[src/hw/rtl/slbm_pkg.sv]
// Shared types and constants of the serial loaded bank mapper.
`default_nettype none

package slbm_pkg;

   localparam int PRG_ADDR_BITS_DEFAULT = 18;
   localparam int PRG_CALC_BITS         = 19;

   localparam int REQ_TDATA_BITS = 24;
   localparam int REQ_TUSER_BITS = 2;
   localparam int RSP_TDATA_BITS = 32;
   localparam int RSP_TUSER_BITS = 3;
   localparam int MAP_ADDR_BITS  = 18;
   localparam int CSR_ADDR_BITS  = 4;
   localparam int CSR_DATA_BITS  = 32;

   localparam logic [4:0] MODE_RESET      = 5'h0C;
   localparam logic [2:0] LOADER_LAST     = 3'd4;
   localparam logic [2:0] RAM_WINDOW      = 3'b011;
   localparam logic [2:0] CHR_WINDOW      = 3'b000;
   localparam logic [4:0] PRG_BANKS_RESET = 5'd2;
   localparam logic [12:0] RAM_MASK_RESET = 13'h1FFF;

   typedef enum logic [1:0] {
      OP_CPU_READ  = 2'd0,
      OP_CPU_WRITE = 2'd1,
      OP_PPU_READ  = 2'd2,
      OP_PPU_WRITE = 2'd3
   } op_type;

   typedef enum logic [1:0] {
      TGT_NONE    = 2'd0,
      TGT_PRG_ROM = 2'd1,
      TGT_PRG_RAM = 2'd2,
      TGT_CHR     = 2'd3
   } target_type;

   typedef enum logic [1:0] {
      SEL_CONTROL  = 2'd0,
      SEL_CHR_LOW  = 2'd1,
      SEL_CHR_HIGH = 2'd2,
      SEL_PRG      = 2'd3
   } reg_sel_type;

   typedef enum logic [1:0] {
      CSR_PRG_ROM_BANKS = 2'd0,
      CSR_PRG_RAM_MASK  = 2'd1,
      CSR_CHR_IS_RAM    = 2'd2
   } csr_idx_type;

   typedef enum logic [1:0] {
      PRG_MODE_FIX_FIRST = 2'd2,
      PRG_MODE_FIX_LAST  = 2'd3
   } prg_mode_type;

   typedef struct packed {
      logic        strobe;
      logic        clear;
      logic        bit_in;
      reg_sel_type sel;
   } loader_cmd_type;

   typedef struct packed {
      logic [4:0] control;
      logic [4:0] chr_low;
      logic [4:0] chr_high;
      logic [4:0] prg_bank;
   } bank_state_type;

endpackage

`default_nettype wire

[src/hw/rtl/serial_loaded_bank_mapper_unit.sv]
// Path: a beat accepted into the input register moves on to the result register,
// which drives rsp_tvalid.
// Throughput: one beat per cycle; req_tready drops only while both registers hold
// a beat and rsp_tready is low.
// Reset: synchronous, active high; clears both valid bits and the serial loader,
// loads control with PRG mode three and returns the configuration to its defaults.
`default_nettype none

module serial_loaded_bank_mapper_unit
   import slbm_pkg::*;
#(
   parameter int PRG_ADDR_BITS = PRG_ADDR_BITS_DEFAULT
) (
   input  wire logic                      clock,
   input  wire logic                      reset,
   // bus_address [15:0], write_data [23:16]
   input  wire logic [REQ_TDATA_BITS-1:0] req_tdata,
   // operation [1:0]
   input  wire logic [REQ_TUSER_BITS-1:0] req_tuser,
   input  wire logic                      req_tvalid,
   output      logic                      req_tready,
   // mapped_address [17:0], data_out [25:18], zero [31:26]
   output      logic [RSP_TDATA_BITS-1:0] rsp_tdata,
   // target [1:0], write_enable [2]
   output      logic [RSP_TUSER_BITS-1:0] rsp_tuser,
   output      logic                      rsp_tvalid,
   input  wire logic                      rsp_tready,
   input  wire logic                      csr_psel,
   input  wire logic                      csr_penable,
   input  wire logic                      csr_pwrite,
   input  wire logic [CSR_ADDR_BITS-1:0]  csr_paddr,
   input  wire logic [CSR_DATA_BITS-1:0]  csr_pwdata,
   output      logic [CSR_DATA_BITS-1:0]  csr_prdata,
   output      logic                      csr_pready
);

   localparam logic [PRG_CALC_BITS-1:0] PrgMask =
      PRG_CALC_BITS'((64'd1 << PRG_ADDR_BITS) - 64'd1);

   logic [4:0]  prg_rom_banks_ff;
   logic [12:0] prg_ram_mask_ff;
   logic        chr_is_ram_ff;
   logic        csr_write;
   csr_idx_type csr_idx;

   logic        s1_valid_ff;
   op_type      s1_op_ff;
   logic [15:0] s1_addr_ff;
   logic [7:0]  s1_data_ff;

   logic                     rsp_valid_ff;
   target_type               rsp_target_ff, rsp_target_in;
   logic [MAP_ADDR_BITS-1:0] rsp_addr_ff, rsp_addr_in;
   logic                     rsp_we_ff, rsp_we_in;
   logic [7:0]               rsp_dout_ff, rsp_dout_in;

   logic               advance;
   logic               loader_hit;
   loader_cmd_type     cmd;
   bank_state_type     banks;
   logic [4:0]         prg_page;
   logic [PRG_CALC_BITS-1:0] prg_full;
   logic [4:0]         chr_bank;
   prg_mode_type       prg_mode;

   // configuration port
   assign csr_pready = 1'b1;
   assign csr_write  = csr_psel & csr_penable & csr_pwrite & csr_pready;
   assign csr_idx    = csr_idx_type'(csr_paddr[3:2]);

   always_ff @(posedge clock) begin
      if (reset) begin
         prg_rom_banks_ff <= PRG_BANKS_RESET;
         prg_ram_mask_ff  <= RAM_MASK_RESET;
         chr_is_ram_ff    <= 1'b0;
      end else if (csr_write) begin
         unique case (csr_idx)
            CSR_PRG_ROM_BANKS: prg_rom_banks_ff <= csr_pwdata[4:0];
            CSR_PRG_RAM_MASK:  prg_ram_mask_ff  <= csr_pwdata[12:0];
            CSR_CHR_IS_RAM:    chr_is_ram_ff    <= csr_pwdata[0];
            default: ;
         endcase
      end
   end

   always_comb begin
      unique case (csr_idx)
         CSR_PRG_ROM_BANKS: csr_prdata = {27'd0, prg_rom_banks_ff};
         CSR_PRG_RAM_MASK:  csr_prdata = {19'd0, prg_ram_mask_ff};
         CSR_CHR_IS_RAM:    csr_prdata = {31'd0, chr_is_ram_ff};
         default:           csr_prdata = '0;
      endcase
   end

   // pipeline handshake
   assign advance    = ~rsp_valid_ff | rsp_tready;
   assign req_tready = advance | ~s1_valid_ff;

   always_ff @(posedge clock) begin
      if (reset) begin
         s1_valid_ff <= 1'b0;
      end else if (req_tready) begin
         s1_valid_ff <= req_tvalid;
      end
   end

   always_ff @(posedge clock) begin
      if (req_tready && req_tvalid) begin
         s1_op_ff   <= op_type'(req_tuser);
         s1_addr_ff <= req_tdata[15:0];
         s1_data_ff <= req_tdata[23:16];
      end
   end

   // PRG ROM page select
   assign prg_mode = prg_mode_type'(banks.control[3:2]);

   always_comb begin
      if (!banks.control[3]) begin
         prg_page = {1'b0, banks.prg_bank[3:1], s1_addr_ff[14]};
      end else if (prg_mode == PRG_MODE_FIX_FIRST) begin
         prg_page = s1_addr_ff[14] ? {1'b0, banks.prg_bank[3:0]} : 5'd0;
      end else begin
         prg_page = s1_addr_ff[14] ? prg_rom_banks_ff - 5'd1
                                   : {1'b0, banks.prg_bank[3:0]};
      end
      prg_full = {prg_page, s1_addr_ff[13:0]} & PrgMask;
   end

   // CHR bank select
   always_comb begin
      if (!banks.control[4]) begin
         chr_bank = {banks.chr_low[4:1], s1_addr_ff[12]};
      end else begin
         chr_bank = s1_addr_ff[12] ? banks.chr_high : banks.chr_low;
      end
   end

   // translate
   always_comb begin
      rsp_target_in = TGT_NONE;
      rsp_addr_in   = '0;
      rsp_we_in     = 1'b0;
      rsp_dout_in   = '0;
      loader_hit    = 1'b0;
      if (s1_op_ff == OP_CPU_READ || s1_op_ff == OP_CPU_WRITE) begin
         if (s1_addr_ff[15:13] == RAM_WINDOW) begin
            rsp_target_in = TGT_PRG_RAM;
            rsp_addr_in   = {5'd0, s1_addr_ff[12:0] & prg_ram_mask_ff};
            if (s1_op_ff == OP_CPU_WRITE) begin
               rsp_we_in   = 1'b1;
               rsp_dout_in = s1_data_ff;
            end
         end else if (s1_addr_ff[15]) begin
            if (s1_op_ff == OP_CPU_READ) begin
               rsp_target_in = TGT_PRG_ROM;
               rsp_addr_in   = prg_full[MAP_ADDR_BITS-1:0];
            end else begin
               loader_hit = 1'b1;
            end
         end
      end else if (s1_addr_ff[15:13] == CHR_WINDOW) begin
         rsp_target_in = TGT_CHR;
         rsp_addr_in   = {1'b0, chr_bank, s1_addr_ff[11:0]};
         if (s1_op_ff == OP_PPU_WRITE && chr_is_ram_ff) begin
            rsp_we_in   = 1'b1;
            rsp_dout_in = s1_data_ff;
         end
      end
   end

   assign cmd.strobe = loader_hit & s1_valid_ff & advance;
   assign cmd.clear  = s1_data_ff[7];
   assign cmd.bit_in = s1_data_ff[0];
   assign cmd.sel    = reg_sel_type'(s1_addr_ff[14:13]);

   slbm_loader u_loader (
      .clock (clock),
      .reset (reset),
      .cmd   (cmd),
      .banks (banks)
   );

   // result register
   always_ff @(posedge clock) begin
      if (reset) begin
         rsp_valid_ff <= 1'b0;
      end else if (advance) begin
         rsp_valid_ff <= s1_valid_ff;
      end
   end

   always_ff @(posedge clock) begin
      if (advance && s1_valid_ff) begin
         rsp_target_ff <= rsp_target_in;
         rsp_addr_ff   <= rsp_addr_in;
         rsp_we_ff     <= rsp_we_in;
         rsp_dout_ff   <= rsp_dout_in;
      end
   end

   assign rsp_tvalid = rsp_valid_ff;
   assign rsp_tdata  = {6'd0, rsp_dout_ff, rsp_addr_ff};
   assign rsp_tuser  = {rsp_we_ff, rsp_target_ff};

endmodule

`default_nettype wire

[src/hw/rtl/slbm_loader.sv]
// Serial loader and the control, CHR and PRG bank registers.
`default_nettype none

module slbm_loader
   import slbm_pkg::*;
(
   input  wire logic           clock,
   input  wire logic           reset,
   input  wire loader_cmd_type cmd,
   output bank_state_type     banks
);

   logic [4:0]     bits_ff, bits_in;
   logic [2:0]     count_ff, count_in;
   bank_state_type banks_ff, banks_in;
   logic [4:0]     shifted;

   always_comb begin
      bits_in  = bits_ff;
      count_in = count_ff;
      banks_in = banks_ff;
      shifted  = {cmd.bit_in, bits_ff[4:1]};
      if (cmd.strobe) begin
         if (cmd.clear) begin
            bits_in          = '0;
            count_in         = '0;
            banks_in.control = banks_ff.control | MODE_RESET;
         end else if (count_ff == LOADER_LAST) begin
            bits_in  = '0;
            count_in = '0;
            unique case (cmd.sel)
               SEL_CONTROL:  banks_in.control  = shifted;
               SEL_CHR_LOW:  banks_in.chr_low  = shifted;
               SEL_CHR_HIGH: banks_in.chr_high = shifted;
               SEL_PRG:      banks_in.prg_bank = shifted;
               default:      banks_in.prg_bank = shifted;
            endcase
         end else begin
            bits_in  = shifted;
            count_in = count_ff + 3'd1;
         end
      end
   end

   always_ff @(posedge clock) begin
      if (reset) begin
         bits_ff           <= '0;
         count_ff          <= '0;
         banks_ff.control  <= MODE_RESET;
         banks_ff.chr_low  <= '0;
         banks_ff.chr_high <= '0;
         banks_ff.prg_bank <= '0;
      end else begin
         bits_ff  <= bits_in;
         count_ff <= count_in;
         banks_ff <= banks_in;
      end
   end

   assign banks = banks_ff;

endmodule

`default_nettype wire

[config.mk]
export PLATFORM = sky130hd
export DESIGN_NAME = serial_loaded_bank_mapper_unit
export DESIGN_NICKNAME = d
export VERILOG_FILES = /design/src/hw/rtl/slbm_pkg.sv /design/src/hw/rtl/serial_loaded_bank_mapper_unit.sv /design/src/hw/rtl/slbm_loader.sv
export SDC_FILE = /design/constraint.sdc
export NUM_CORES = 1
export LEC_CHECK = 0
export BUFFER_PORTS_ARGS = -buffer_cell sky130_fd_sc_hd__buf_2
export CAP_MARGIN = 25
export CORE_MARGIN = 5
export CORE_UTILIZATION = 40
export CTS_BUF_LIST = sky130_fd_sc_hd__clkbuf_8
export DETAILED_ROUTE_END_ITERATION = 10
export GPL_ROUTABILITY_DRIVEN = 0
export HOLD_SLACK_MARGIN = 0.05
export PLACE_DENSITY = 0.78
export SYNTH_ARGS = -nofsm -noshare
export SYNTH_HDL_FRONTEND = slang
export SYNTH_HIERARCHICAL = 1
export SYNTH_SLANG_ARGS = --single-unit
[constraint.sdc]
create_clock -name clock -period 2.9 [get_ports clock]
set_input_delay 0.145 -clock clock [delete_from_list [all_inputs] [get_ports clock]]
set_output_delay 0.145 -clock clock [all_outputs]
set_load 0.02 [all_outputs]
-- Yosys cells after proc, flatten, opt, wreduce, memory -nomap -nowiden
Cells that the tools add are included.
- register bits: 104
- input port bits: 69
- output and inout port bits: 70
- logic and storage cells: 100
- $add $sub $neg: 2
- equal/unequal tests: 10
- multiplexer cells: 41
- bitwise logic cells: 10
- reduce and logical (&&, ||, !) cells: 18
- operator list (operator ; number):
    two-way mux 18 bit ; 4
    two-way mux 8 bit ; 5
    case mux 13 bit (3 select lines) ; 1
    two-way mux 5 bit ; 7
    two-way mux 4 bit ; 6
    two-way mux 19 bit ; 1
    two-way mux 17 bit ; 1
    AND reduction 4 bit ; 4
    bitwise AND 13 bit ; 1
    two-way mux 1 bit ; 11
    equality test 2 bit (second input constant) ; 5
    equality test 2 x 1 -> 1 bit (second input constant) ; 3
    zero test 2 bit ; 3
    two-way mux 2 bit ; 3
    two-way mux 3 bit ; 2
    AND reduction 2 bit ; 3
    bitwise AND 1 bit ; 4
    nonzero test 2 bit ; 2
    subtractor 4 x 1 -> 4 bit (second input constant) ; 1
    adder 3 x 1 -> 3 bit (second input constant) ; 1
    equality test 3 x 2 -> 1 bit (second input constant) ; 1
    equality test 3 bit (second input constant) ; 1
    logical AND 1 bit ; 3
    zero test 3 bit ; 1
    4 further kinds ; 7

-- Depth between registers and ports, before layout
- word-level depth: 8
- gate-level depth with buffers: 7
- gate-level depth less buffers: 6

-- Modules after synthesis
The synthesis kept the hierarchy.
- modules (own cells, without submodules) (module ; times used ; cells an instance ; area each (sq um) ; sequential area each (sq um)):
    serial_loaded_bank_mapper_unit ; 1 ; 270 ; 3390.8 ; 2072.0
    slbm_loader ; 1 ; 113 ; 1159.9 ; 540.5

-- Least setup slack after synthesis
OpenSTA, ideal clock, no wires.
- kind: register to register
- from: register rsp_valid_ff (netlist: rsp_tvalid)
- to: register u_loader.banks_ff (netlist bit u_loader/banks[5])
- library setup time: 0.072 ns
- arrival time: 3.089 ns
- path slack: -0.261 ns
- cell stages (with the launch flop): 8
- cell sequence: dfxtp_1 -> nor2b_1 -> nor2b_1 -> and4b_1 -> and4b_4 -> and3b_1 -> buf_6 -> mux2i_1
- RTL lines (item ; line ; text):
    from (decl) ; serial_loaded_bank_mapper_unit.sv:51 ; logic rsp_valid_ff;
    from (signal assigned) ; serial_loaded_bank_mapper_unit.sv:189 ; rsp_valid_ff <= s1_valid_ff;
    to (signal assigned) ; slbm_loader.sv:56 ; banks_ff <= banks_in;
    to (decl) ; slbm_loader.sv:15 ; bank_state_type banks_ff, banks_in;

==> results.cfg <==
[final_layout]
fillCellCount = 968
layout_cell_share_with_drive_strength_beyond_1_pct = 24.16
finalNetCount = 572
antenna_cells = 0
area_used_by_sequential_logic_in_the_layout_um2 = 2552
flow.area_growth_from_synthesis_pct = 23.49
multi_input_area_um2 = 1635

[power_and_ir_drop]
ir_worst_vdd_mv = 0.2941
power.clock.fraction_pct = 32.9
cellLeakagePower_nw = 2.261
power_density_nw_per_um2 = 506.9
power.net_switching_mw = 0.6988
pwr-share-comb_pct = 10.6
seq_power_share_pct = 56.6
p_int_mw = 2.082
fraction_of_power_spent_switching_nets_pct = 25.13

[grt]
global_route.peak_usage_layer = met2
grt_first_pass_wirelength_mm = 15.41
antenna_found_initial = 0
number_of_global_route_vias_before_repair = 3143
met2_usage_pct = 27.04
grt.overflow.total = 0
grt_util_all_layers_pct = 14.85
grt_util_met1_pct = 17.89
gr-usage-met3_pct = 3.263
pin_count_of_the_biggest_net_entering_global_routing = 55

[sta]
max_clock_freq_mhz = 495.3
postLayoutSetupSlackWorst_ns = 0.8812
final-max-slew-violation-count = 0
fin_crit_sh_pct = 69.61
rsz0062_at_grt = no
final.setup_skew_ns = 0.009196
max_slew_margin_pct = 32.19
report.final.setup_viol = 0
final.setup.tns_ns = 0
min_period_ns = 2.019
report.final.hold_viol_count = 0
tightest_slew_ns = 1.016

[clocking]
clock_insertion_delay_at_the_later_pin_of_the_skew_report_ns = 0.37
clockRootBuffer = sky130_fd_sc_hd__clkbuf_8
clk_pin_slew_ns = 0.10
ctsHoldBuffers = 40
ctsHtreeMaxLevel = 3
cts-root-to-sink-buffers = 2
tritoncts = done
cts_resized = 0
cts_setup_buffers = 0
sinks_on_the_clock_net = 100
number_of_buffers_inserted_during_clock_tree_synthesis = 9

[setup_path]
critical-path-max-stage-delay_ns = 0.38
kind_of_start_point_of_the_critical_path = flip-flop
timing.critical_path.required_ns = 3.20
critPathMaxFanout = 7
cell_by_cell_listing_of_the_critical_path = nor2b_1 > nor2b_4 > and4b_1 > and4b_4 > and3b_1 > mux2i_1
cp.buffers_inverters = 0
timing.critical_path.to_type = flip-flop
master_of_the_slowest_instance_on_the_critical_path = sky130_fd_sc_hd__and4b_1
crit_type = flip-flop to flip-flop
worst_path_dominant_cell_family = simple AND/OR/NAND/NOR gates
arrival_ns = 2.32

[route]
vias_per_cell = 4.887
avgRoutedWirePerCell_um = 15.53
postRouteAntennaNets = 0
dr.first_iter.drc_count = 226
drc_errors = 0
routed-via-count = 3152
detail_route.first_pass.iterations = 4
routed_wl_mm = 10.02

[floorplanning]
initial_core_util_pct = 40.97
num_ports = 139
coreArea_um2 = 10840
die_w_um = 115.4
die_area_um2 = 13310
std_cell_rows = 38
die_h_um = 115.4

[synth]
postSynthAreaPerCell_um2 = 11.88
netlist_area_um2 = 4442
netlist_instances = 374
warning_count_from_the_yosys_run = 6

[place]
place.port_buffers = 91
hpwlAfterDp_mm = 6.866
dpl_worst_slack_ns = 0.9460

[min_path]
hp-class = primary input to flip-flop

[job]
cap_viol_max_count = 0

[run_status]
outcome = completed
[power by group through the flow]
| stage | Sequential (mW) | Clock, mW | Combinational [mW] |
|---|---|---|---|
| finish | 1.57 | 0.913 | 0.293 |
| global route | 1.58 | 0.999 | 0.317 |
| CTS | 1.57 | 0.945 | 0.293 |
| detailed placement | 1.61 | 0 | 0.251 |
| global placement | 1.60 | 0 | 0.246 |
| floorplan | 1.62 | 0 | 0.167 |
[flip-flops by register name (all words and copies together) (netlist names)]
name and cells:
rsp_addr_ff 18, s1_op_ff 2, prg_ram_mask_ff 13, u_loader/banks 17, chr_is_ram_ff 1, rsp_target_ff 2, s1_data_ff 8, u_loader/bits_ff 4
u_loader/count_ff 3, s1_valid_ff 1, rsp_tvalid 1, s1_addr_ff 16, prg_rom_banks_ff 5, rsp_dout_ff 8, rsp_we_ff 1
[tightest hold or removal path: stages]
cell                      delay [ns]
sky130_fd_sc_hd__buf_2          0.08
sky130_fd_sc_hd__nor2b_1        0.08
sky130_fd_sc_hd__nor2_1         0.10
sky130_fd_sc_hd__nor2_1         0.04
[worst paths after layout]
path	start	endpoint	slack, ns	depth (start not counted)
max reg2reg	rsp_tvalid	u_loader/banks[9]	0.88	6
min	rsp_tready	rsp_tvalid	0.11	4
min reg2reg	u_loader/banks[7]	u_loader/banks[7]	0.49	2
max	rsp_tvalid	u_loader/banks[9]	0.88	6
[cell usage in the layout, fill, tap and decap left out, drive strengths merged, types with 2 or more instances in the layout]
master	n
buf	94
edfxtp	55
dfxtp	45
dlygate4sd3	40
mux2i	31
conb	26
nand2b	22
nand2	22
nor2	20
and2	18
nor2b	17
inv	16
a211o	14
a21boi	12
clkbuf	9
a21oi	7
nor3	7
nand3	5
o21ai	4
a22oi	4
a32oi	4
nand3b	4
nor3b	4
o22ai	3
ha	3
o2bb2ai	2
o31ai	2
a31oi	2
o31a	2
and4b	2
[metal layers]
layer | up-vias | share of wire, % | routed length (um)
li1 | 1520 | - | -
met1 | 1522 | 41 | 4060
met2 | 104 | 52 | 5205
met3 | 6 | 7.1 | 707
met4 | 0 | 0.45 | 45
met5 | - | 0 | 0
[per-stage QoR]
stage | hold WS [ns] | utilization, % | total power [mW] | instances | instance area [um^2]
after global placement | 0.3220 | 45.04 | 1.850 | 589 | 4882
final | 0.1130 | 50.60 | 2.780 | 645 | 5485
after CTS | 0.09558 | 50.60 | 2.811 | 645 | 5485
after floorplan | 0.2394 | - | 1.791 | 398 | 4534
after global routing | 0.1337 | 50.60 | 2.896 | 645 | 5485
after detailed placement | 0.3231 | 45.04 | 1.857 | 589 | 4882
[layout make-up]
type / count / area share, %
Clock buffer: 9 / 2.258
Clock inverter: 7 / 1.437
Inverter: 11 / 0.7527
Multi-Input combinational cell: 244 / 29.81
Sequential cell: 100 / 46.53
Tap cell: 140 / 3.193
Timing Repair Buffer: 134 / 16.01
Note: power is estimated with default switching activity, not from simulation.
